===== src/sv/mbrot_pkg.sv =====
// Shared types and constants for the Mandelbrot escape-time colour block.
`timescale 1ns / 1ps

package mbrot_pkg;

  // Fixed-point format of the point and of the orbit
  localparam int FRAC_BITS = 28;
  localparam int COORD_W   = 32;
  localparam int COUNT_W   = 8;
  localparam int COL_W     = 8;

  // Orbit registers hold any value reachable in one round from |u| < 2
  localparam int STATE_W   = FRAC_BITS + 5;
  // Multiplier operands only matter while |u| < 2
  localparam int MUL_W     = FRAC_BITS + 2;
  localparam int PROD_W    = 2 * MUL_W;

  // Colour ramp
  localparam int V_W = 11;
  localparam logic [V_W-1:0] RAMP_PERIOD = V_W'(1530);
  localparam logic [V_W-1:0] SEG_1       = V_W'(255);
  localparam logic [V_W-1:0] SEG_2       = V_W'(510);
  localparam logic [V_W-1:0] SEG_3       = V_W'(765);
  localparam logic [V_W-1:0] SEG_4       = V_W'(1020);
  localparam logic [V_W-1:0] SEG_5       = V_W'(1275);
  localparam logic [COL_W-1:0] COL_FULL  = COL_W'(255);

  localparam logic [COUNT_W-1:0] ROUND_LIMIT_RST = COUNT_W'(85);

  // Sequencer states
  typedef enum logic [4:0] {
    S_IDLE  = 5'b00001,
    S_RR    = 5'b00010,
    S_II    = 5'b00100,
    S_RI    = 5'b01000,
    S_COLOR = 5'b10000
  } mb_state_t;

endpackage


===== src/sv/mandelbrot_escape_time_color.sv =====
// Mandelbrot escape-time counter with a six-segment RGB colour ramp.
//
//  channel | ports                            | item
//  --------+----------------------------------+---------------------------------------
//  in      | in_tvalid  in_tready  in_tdata   | c_real [31:0], c_imag [63:32]
//  out     | out_tvalid out_tready out_tdata  | escape_count, red, green, blue (8 each)
//  cfg     | cfg_valid  cfg_ready  cfg_data   | round limit [7:0]
//
// One shared signed multiplier forms re*re, im*im and re*im in turn, in states
// S_RR, S_II and S_RI of each round of u = u*u + c. An item takes r rounds, where r
// is the number of rounds tried (at most the round limit), one item at a time.
// rst_n is synchronous, active low; the round limit resets to 85.
// The result waits in an output register; a stalled output only blocks the
// next item once its own result is ready.
`timescale 1ns / 1ps

module mandelbrot_escape_time_color
  import mbrot_pkg::*;
(
  input  logic        clk,
  input  logic        rst_n,
  // configuration
  input  logic        cfg_valid,
  output logic        cfg_ready,
  input  logic [7:0]  cfg_data,    // round limit
  // input points
  input  logic        in_tvalid,
  output logic        in_tready,
  input  logic [63:0] in_tdata,    // c_real [31:0], c_imag [63:32]
  // results
  output logic        out_tvalid,
  input  logic        out_tready,
  output logic [31:0] out_tdata    // escape_count, red, green, blue from bit 0 up
);

  localparam logic signed [STATE_W-1:0] TWO_FIX     = STATE_W'(1) << (FRAC_BITS + 1);
  localparam logic signed [STATE_W-1:0] NEG_TWO_FIX = -TWO_FIX;
  localparam logic [PROD_W:0]           FOUR_SQ     = (PROD_W+1)'(1) << (2*FRAC_BITS + 2);

  mb_state_t                  state_r, state_nxt;
  logic [COUNT_W-1:0]         round_limit_r;
  logic signed [COORD_W-1:0]  cr_r, ci_r;
  logic signed [STATE_W-1:0]  re_r, im_r, re_nxt, im_nxt;
  logic [COUNT_W-1:0]         n_r, count_r;
  logic [PROD_W-1:0]          rr_r, ii_r;
  logic                       out_valid_r;
  logic [31:0]                out_data_r;

  logic signed [MUL_W-1:0]    mul_a, mul_b;
  logic signed [PROD_W-1:0]   mul_p;
  logic                       re_big, im_big, sq_esc, escaped, last_round;
  logic [PROD_W:0]            sq_sum;
  logic                       in_acc, out_free;
  logic signed [STATE_W-1:0]  cr_ext, ci_ext, in_cr_ext, in_ci_ext;
  logic [STATE_W-1:0]         rr_q, ii_q;
  logic [V_W-1:0]             v_raw, v, seg_d;
  logic [COL_W-1:0]           red, green, blue;

  assign cfg_ready  = 1'b1;
  assign in_tready  = (state_r == S_IDLE);
  assign in_acc     = in_tvalid && in_tready;
  assign out_free   = !out_valid_r || out_tready;
  assign out_tvalid = out_valid_r;
  assign out_tdata  = out_data_r;

  // sign extension of the point
  assign cr_ext    = {{(STATE_W-COORD_W){cr_r[COORD_W-1]}}, cr_r};
  assign ci_ext    = {{(STATE_W-COORD_W){ci_r[COORD_W-1]}}, ci_r};
  assign in_cr_ext = {{(STATE_W-COORD_W){in_tdata[COORD_W-1]}}, in_tdata[COORD_W-1:0]};
  assign in_ci_ext = {{(STATE_W-COORD_W){in_tdata[2*COORD_W-1]}},
                      in_tdata[2*COORD_W-1:COORD_W]};

  // shared multiplier operand select
  always_comb begin
    unique case (state_r)
      S_RR: begin
        mul_a = re_r[MUL_W-1:0];
        mul_b = re_r[MUL_W-1:0];
      end
      S_II: begin
        mul_a = im_r[MUL_W-1:0];
        mul_b = im_r[MUL_W-1:0];
      end
      default: begin
        mul_a = re_r[MUL_W-1:0];
        mul_b = im_r[MUL_W-1:0];
      end
    endcase
  end

  assign mul_p = mul_a * mul_b;

  // escape test: a component at or beyond 2 escapes; else exact |u|^2 >= 4
  assign re_big     = (re_r >= TWO_FIX) || (re_r <= NEG_TWO_FIX);
  assign im_big     = (im_r >= TWO_FIX) || (im_r <= NEG_TWO_FIX);
  assign sq_sum     = {1'b0, rr_r} + {1'b0, ii_r};
  assign sq_esc     = (sq_sum >= FOUR_SQ);
  assign escaped    = re_big || im_big || sq_esc;
  assign last_round = (n_r == (round_limit_r - COUNT_W'(1)));

  // next orbit point, products floored to FRAC_BITS fraction bits
  assign rr_q   = {{(STATE_W-(PROD_W-FRAC_BITS)){1'b0}}, rr_r[PROD_W-1:FRAC_BITS]};
  assign ii_q   = {{(STATE_W-(PROD_W-FRAC_BITS)){1'b0}}, ii_r[PROD_W-1:FRAC_BITS]};
  assign re_nxt = $signed(rr_q - ii_q) + cr_ext;
  // 2*re*im / 2^F is the product taken from bit F-1 up
  assign im_nxt = $signed(mul_p[PROD_W-1:FRAC_BITS-1]) + ci_ext;

  // sequencer
  always_comb begin
    state_nxt = state_r;
    unique case (state_r)
      S_IDLE:  if (in_acc) state_nxt = (round_limit_r == '0) ? S_COLOR : S_RR;
      S_RR:    state_nxt = S_II;
      S_II:    state_nxt = S_RI;
      S_RI:    state_nxt = (escaped || last_round) ? S_COLOR : S_RR;
      S_COLOR: if (out_free) state_nxt = S_IDLE;
      default: state_nxt = S_IDLE;
    endcase
  end

  always_ff @(posedge clk) begin
    if (!rst_n) begin
      state_r       <= S_IDLE;
      round_limit_r <= ROUND_LIMIT_RST;
    end else begin
      state_r <= state_nxt;
      if (cfg_valid && cfg_ready) round_limit_r <= cfg_data;
    end
  end

  // orbit datapath
  always_ff @(posedge clk) begin
    unique case (state_r)
      S_IDLE: begin
        if (in_acc) begin
          cr_r    <= in_tdata[COORD_W-1:0];
          ci_r    <= in_tdata[2*COORD_W-1:COORD_W];
          // first round from u = 0 gives u = c exactly
          re_r    <= in_cr_ext;
          im_r    <= in_ci_ext;
          n_r     <= '0;
          count_r <= '0;
        end
      end
      S_RR: rr_r <= mul_p;
      S_II: ii_r <= mul_p;
      S_RI: begin
        if (escaped) begin
          count_r <= n_r;
        end else if (last_round) begin
          count_r <= '0;
        end else begin
          re_r <= re_nxt;
          im_r <= im_nxt;
          n_r  <= n_r + COUNT_W'(1);
        end
      end
      default: ;
    endcase
  end

  // colour ramp from v = 5*count mod 1530
  always_comb begin
    v_raw = {{(V_W-COUNT_W-2){1'b0}}, count_r, 2'b00}
          + {{(V_W-COUNT_W){1'b0}}, count_r};
    v     = (v_raw >= RAMP_PERIOD) ? (v_raw - RAMP_PERIOD) : v_raw;
    seg_d = '0;
    red   = '0;
    green = '0;
    blue  = '0;
    if (v < SEG_1) begin
      red = v[COL_W-1:0];
    end else if (v <= SEG_2) begin
      seg_d = v - SEG_1;
      red   = COL_FULL;
      green = seg_d[COL_W-1:0];
    end else if (v <= SEG_3) begin
      seg_d = SEG_3 - v;
      red   = seg_d[COL_W-1:0];
      green = COL_FULL;
    end else if (v <= SEG_4) begin
      seg_d = v - SEG_3;
      green = COL_FULL;
      blue  = seg_d[COL_W-1:0];
    end else if (v <= SEG_5) begin
      seg_d = SEG_5 - v;
      green = seg_d[COL_W-1:0];
      blue  = COL_FULL;
    end else begin
      seg_d = v - SEG_5;
      red   = seg_d[COL_W-1:0];
      blue  = COL_FULL;
    end
  end

  // output register
  always_ff @(posedge clk) begin
    if (!rst_n) begin
      out_valid_r <= 1'b0;
    end else if ((state_r == S_COLOR) && out_free) begin
      out_valid_r <= 1'b1;
    end else if (out_tready) begin
      out_valid_r <= 1'b0;
    end
  end

  always_ff @(posedge clk) begin
    if ((state_r == S_COLOR) && out_free) begin
      out_data_r <= {blue, green, red, count_r};
    end
  end

endmodule


===== config.mk =====
export PLATFORM = sky130hd
export DESIGN_NAME = mandelbrot_escape_time_color
export DESIGN_NICKNAME = d
export VERILOG_FILES = /design/src/sv/mbrot_pkg.sv /design/src/sv/mandelbrot_escape_time_color.sv
export SDC_FILE = /design/constraint.sdc
export NUM_CORES = 2
export LEC_CHECK = 0
export BUFFER_PORTS_ARGS = -buffer_cell sky130_fd_sc_hd__buf_2
export CORE_ASPECT_RATIO = 0.5
export CORE_MARGIN = 3
export CORE_UTILIZATION = 35
export DETAILED_ROUTE_END_ITERATION = 6
export GPL_TIMING_DRIVEN = 0
export PLACE_DENSITY = 0.47
export SLEW_MARGIN = 10
export SYNTH_ARGS = -nofsm -noshare
export SYNTH_HDL_FRONTEND = slang
export SYNTH_SLANG_ARGS = --single-unit

===== constraint.sdc =====
create_clock -name clk -period 14.8 [get_ports clk]
set_clock_uncertainty 0.15 [all_clocks]
set_input_delay 1.48 -clock clk [delete_from_list [all_inputs] [get_ports clk]]
set_output_delay 1.48 -clock clk [all_outputs]
set_load 0.005 [all_outputs]

# Word-level counts from Yosys, hierarchy flattened
# Index checks and enable logic that the tools add are counted.
# op_classes
reduce_logical,17
order_cmp,11
n_mul,1
add_sub_neg,13
eq_ne,11
muxes,35
# ops
cell,count
33-bit 2-to-1 mux,6
33-bit case mux with 2 select lines,2
8-bit 2-to-1 mux,15
33-bit by 32-bit adder with 33-bit output,2
33-bit by 31-bit >= comparator with 1-bit output (second input constant),2
33-bit by 30-bit <= comparator with 1-bit output (second input constant),2
60-bit by 60-bit adder with 61-bit output,1
61-bit by 59-bit >= comparator with 1-bit output (second input constant),1
30-bit by 30-bit multiplier with 60-bit output,1
30-bit 2-to-1 mux,2
32-bit by 32-bit subtractor with 33-bit output,1
8-bit case mux with 2 select lines,2
5-bit case mux with 5 select lines,1
8-bit subtractor (second input constant),3
11-bit by 10-bit <= comparator with 1-bit output (second input constant),2
5-bit 2-to-1 mux,4
8-bit subtractor (first input constant),2
10-bit by 8-bit adder with 11-bit output,1
11-bit >= comparator (second input constant),1
11-bit <= comparator (second input constant),1
11-bit by 9-bit <= comparator with 1-bit output (second input constant),1
11-bit by 8-bit less-than comparator with 1-bit output (second input constant),1
11-bit 2-to-1 mux,1
11-bit subtractor (second input constant),1
other kinds (21),32
# word_totals
regBits,312
wordCells,102
out_inout_bits,35

# Longest topological paths before layout
# logic_depth
depth_word,9
mapped_depth,46

# Worst setup path after synthesis
# OpenSTA, ideal clock, no wires.
# synth_path
path_kind,flip-flop to flip-flop
startpoint,register state_r[0]
endpoint,"register im_r[32], data pin"
n_path_buf,4
required_ps,14385
slack_ps,2331
arrival_time_ps,12054
stages_incl_launch_ff,45
cell_sequence,dfxtp_1 > nor3_1 > nand3b_1 > clkbuf_1 > inv_1 > clkbuf_1 > nand2_1 > nand2_1 > clkbuf_1 > nand2_1 > fa_1 > fa_1 > inv_1 > fa_1 > inv_1 > fa_1 > inv_1 > fa_1 > (+9 left out) > a311oi_1 > a211oi_1 > a2111oi_0 > o21a_1 > o21ai_0 > nor2b_1 > xnor2_1 > ha_1 > nand4_1 > or2_2 > nor3_1 > a211oi_1 > a31oi_1 > a21oi_1 > o21ai_0 > o221ai_1 > xor3_1 > o21ai_1
# synth_between
elab_chain_cells,7
elab_cells_between_ends,11
# synth_lines
item,line,text
"start, declared",mandelbrot_escape_time_color.sv:40,"mb_state_t state_r, state_nxt;"
"start signal, assigned",mandelbrot_escape_time_color.sv:126,state_r <= state_nxt;
5-bit by 3-bit equality test with 1-bit output / 5-bit by 2-bit equality test with 1-bit output (equally long branches),mandelbrot_escape_time_color.sv:75,unique case (state_r)
30-bit 2-to-1 mux,mandelbrot_escape_time_color.sv:75,
30-bit by 30-bit multiplier with 60-bit output (*),mandelbrot_escape_time_color.sv:91,assign mul_p = mul_a * mul_b;
named net mul_p[42],mandelbrot_escape_time_color.sv:50,logic signed [PROD_W-1:0] mul_p;
33-bit by 32-bit adder with 33-bit output (*),mandelbrot_escape_time_color.sv:106,assign im_nxt = $signed(mul_p[PROD_W-1:FRAC_BITS-1]) + ci_ext;
33-bit 2-to-1 mux (*),mandelbrot_escape_time_color.sv:150,end else if (last_round) begin
33-bit 2-to-1 mux (*),mandelbrot_escape_time_color.sv:148,if (escaped) begin
33-bit case mux with 2 select lines (*),mandelbrot_escape_time_color.sv:133,unique case (state_r)
"end signal, assigned",mandelbrot_escape_time_color.sv:140,im_r <= in_ci_ext;
"end signal, assigned",mandelbrot_escape_time_color.sv:154,im_r <= im_nxt;
"end, declared",mandelbrot_escape_time_color.sv:43,"logic signed [STATE_W-1:0] re_r, im_r, re_nxt, im_nxt;"
# Mark *: on every way through the listed nets, which the timed path passes. The rest lies on a longest branch. The select of a mux whose other input is x is not followed.
# A chain may end at the register's enable or synchronous reset.

# Final worst setup path
# layout_path
startpoint,register state_r[2]
endpoint,"register im_r[32], data pin"
# The elaborated chain is that of the path after synthesis.

==> results.yml <==
run_status:
  status: "finished, violations left"
  violations: "max-capacitance violations"
routing:
  final_antenna_net_count: 0
  top_layer: "met4"
  wl_met2_mm: 82.8
  drt-initial-drc-count: 3904
  viasPerCell: 5.26
  wl_per_cell_um: 26.5
  post-route-drc-count: 0
  first_pass_iters: 5
  drt-met1-wl_mm: 92.3
  wl_met3_mm: 18.1
  wl_mm: 198
  dr_total_vias: 39400
sta:
  tightest_slew_ns: 1.48
  fmaxAchievable_mhz: 69.1
  slew-limit-headroom_pct: 0.0124
  layout_min_cycle_time_ns: 14.47
  rsz0062_at_grt: "no"
  final_hold_viol_count: 0
  finalSetupViolCount: 0
  fin_setup_tns_ns: 0
  finalCritPeriodShare_pct: 97.7
  maxSlewViolCount: 0
logic_synthesis:
  synth-async-reset-ratio_pct: 0
  yosysMostFrequentCell: "inv_1"
  synth_cell_type_count: 90
  synth_top_area_cell: "fa_1"
  syn_avg_cell_area_um2: 9.38
  synthFlopType: "edfxtp_1"
  synth_top_cells_by_count: "inv_1 (1196), fa_1 (993), nand2_1 (835)"
  synth_edf_count: 298
  synthesis.area_mm2: 0.0508
  syn_inst: 5418
  synthTopCellsByArea: "fa_1 (39%), edfxtp_1 (18%), inv_1 (8.8%)"
  synth_warnings: 0
  syn_nets: 6804
  ys_ff_latch: 312
  synth_top_area_share_pct: 39.1
  yosysSeqAreaShare_pct: 18.2
global_routing:
  grt_pass1_wl_mm: 286
  track_usage_pct: 26.8
  grt_overflow_total: 0
  grt_pass1_vias: 40100
  grt_start_max_net_pins: 47
  antenna_found_initial: 17
clock_network:
  clockRootBuffer: "clkbuf_16"
  cts_tree: "built"
  numCtsBuffers: 27
  insertion_delay_ns: 0.58
  clockBufferDepth: 3
  cts_sinks: 312
  path_clk_slew_ns: 0.07
  hold_buffers: 0
  h-tree-depth: 1
floorplan:
  die_height_um: 275
  rows: 98
  die_x_um: 545
  io_pins: 112
  start_util_pct: 35.4
  core_area_mm2: 0.143
  die_area_mm2: 0.150
placed_design:
  hpwl_mm: 167
  routabilityCongestion: 0.993
  io_buffers: 109
  post_dp_cell_area_mm2: 0.0541
worst_setup_path:
  slowest_stage: "fa_1"
  critPathMaxStageDelay_ns: 0.60
  crit_path_end_kind: "register"
  crit_required_ns: 14.95
  worst_ep_arrival_time_ns: 14.62
  critPathMaxFanout: 10
  cp_common_cell: "fa_1"
  start_kind: "register"
  crit_type: "register to register"
hold_path:
  hold_path_class: "register to register"
flow_run:
  max_cap_viol_count: 1
finish:
  drive_above_1_share_pct: 6.12
  fill_cells: 14700
  final_area_mm2: 0.0553
  nNetsFinal: 6954
  area_growth_pct: 8.76
  register_area_mm2: 0.00923
  multiInputGateArea_mm2: 0.0368
==> worst max-delay path, delay by kind of cell (launching register included) <==
kind / cells / cell delay [ns]
compound gates: 11 / 3.03
buf+inv: 8 / 2.18
fa+ha+maj: 10 / 4.62
flops: 1 / 0.38
simple gates: 11 / 3.13
xor+xnor: 2 / 0.62
==> flip-flops by register name, indices dropped and copies added (netlist names) <==
register	cells
ci_r	32
count_r	8
cr_r	32
ii_r	60
im_r	33
n_r	8
out_tdata	32
out_tvalid	1
re_r	33
round_limit_r	8
rr_r	60
state_r	5
==> metrics by stage <==
step	hold slack (ns)	util, %	setup WS, ns	instances
2_1_floorplan	0.303	-	2.33	5418
3_3_place_gp	0.351	37.4	-3.38	7427
3_5_place_dp	0.367	37.7	-1.14	7442
4_1_cts	0.386	38.3	0.00274	7488
5_1_grt	0.396	38.5	0.0438	7485
6_report	0.380	38.5	0.334	7490
==> cells in the final DEF (no fill, tap or decap), types with 31 or more instances in the layout <==
cell type  Yosys  routed
inv_1       1196    1196
fa_1         993     992
nand2_1      835     810
nor2_1       512     512
ha_1         316     316
edfxtp_1     298     298
a21oi_1      176     176
o21ai_0      131     131
buf_2          2     113
xnor2_1       98      98
a21o_1        91      90
clkbuf_1     170      89
clkbuf_2       2      71
xor2_1        52      52
nand3_1       42      42
mux2i_1       69      36
nor3_1        33      33
o21a_1        31      31
==> kinds of logic after synthesis <==
| family | after synthesis | synth area share [%] |
|---|---|---|
| DFF | 312 | 18.2 |
| and+or+nand+nor | 1586 | 12.9 |
| AOI/OAI and AO/OA | 613 | 7.85 |
| adders and majority gates | 1309 | 46.9 |
| xor gates and xnor gates | 151 | 2.63 |
| other | 1 | 0.00738 |
| buffers and inverters | 1376 | 10.2 |
| muxes | 70 | 1.38 |
==> final timing paths <==
kind         slack (ns)  startpoint  depth (start not counted)           end
min reg2reg        0.38  count_r[4]                          0  out_tdata[4]
min                0.38  count_r[4]                          0  out_tdata[4]
max reg2reg        0.33  state_r[2]                         42      im_r[32]
max                0.33  state_r[2]                         42      im_r[32]
==> area by class of cell <==
class / count / share of cell area (%)
inverter: 1197 / 8.13
multi-input combinational: 3730 / 66.5
tap: 1900 / 4.30
antenna: 5 / 0.0226
buffer: 174 / 1.44
clock buffer: 30 / 1.24
sequential: 312 / 16.7
clock inverter: 16 / 0.165
timing repair buffer: 126 / 1.45
==> routing by layer <==
layer | vias to the layer above | track usage, %
li1 | 17100 | -
met1 | 20500 | 40.2
met2 | 1624 | 39.1
met3 | 210 | 5.98
met4 | 0 | 5.84
met5 | - | 0
==> repair_timing <==
item	4_1_cts	5_1_grt
pin swaps	0	1
gates resized for setup	74	109
buffers inserted	0	2
setup endpoints to repair	8	9
Power is left out: the tool's default activity adds up to more than one toggle a clock period on the data nets, which glitch-free logic cannot reach.
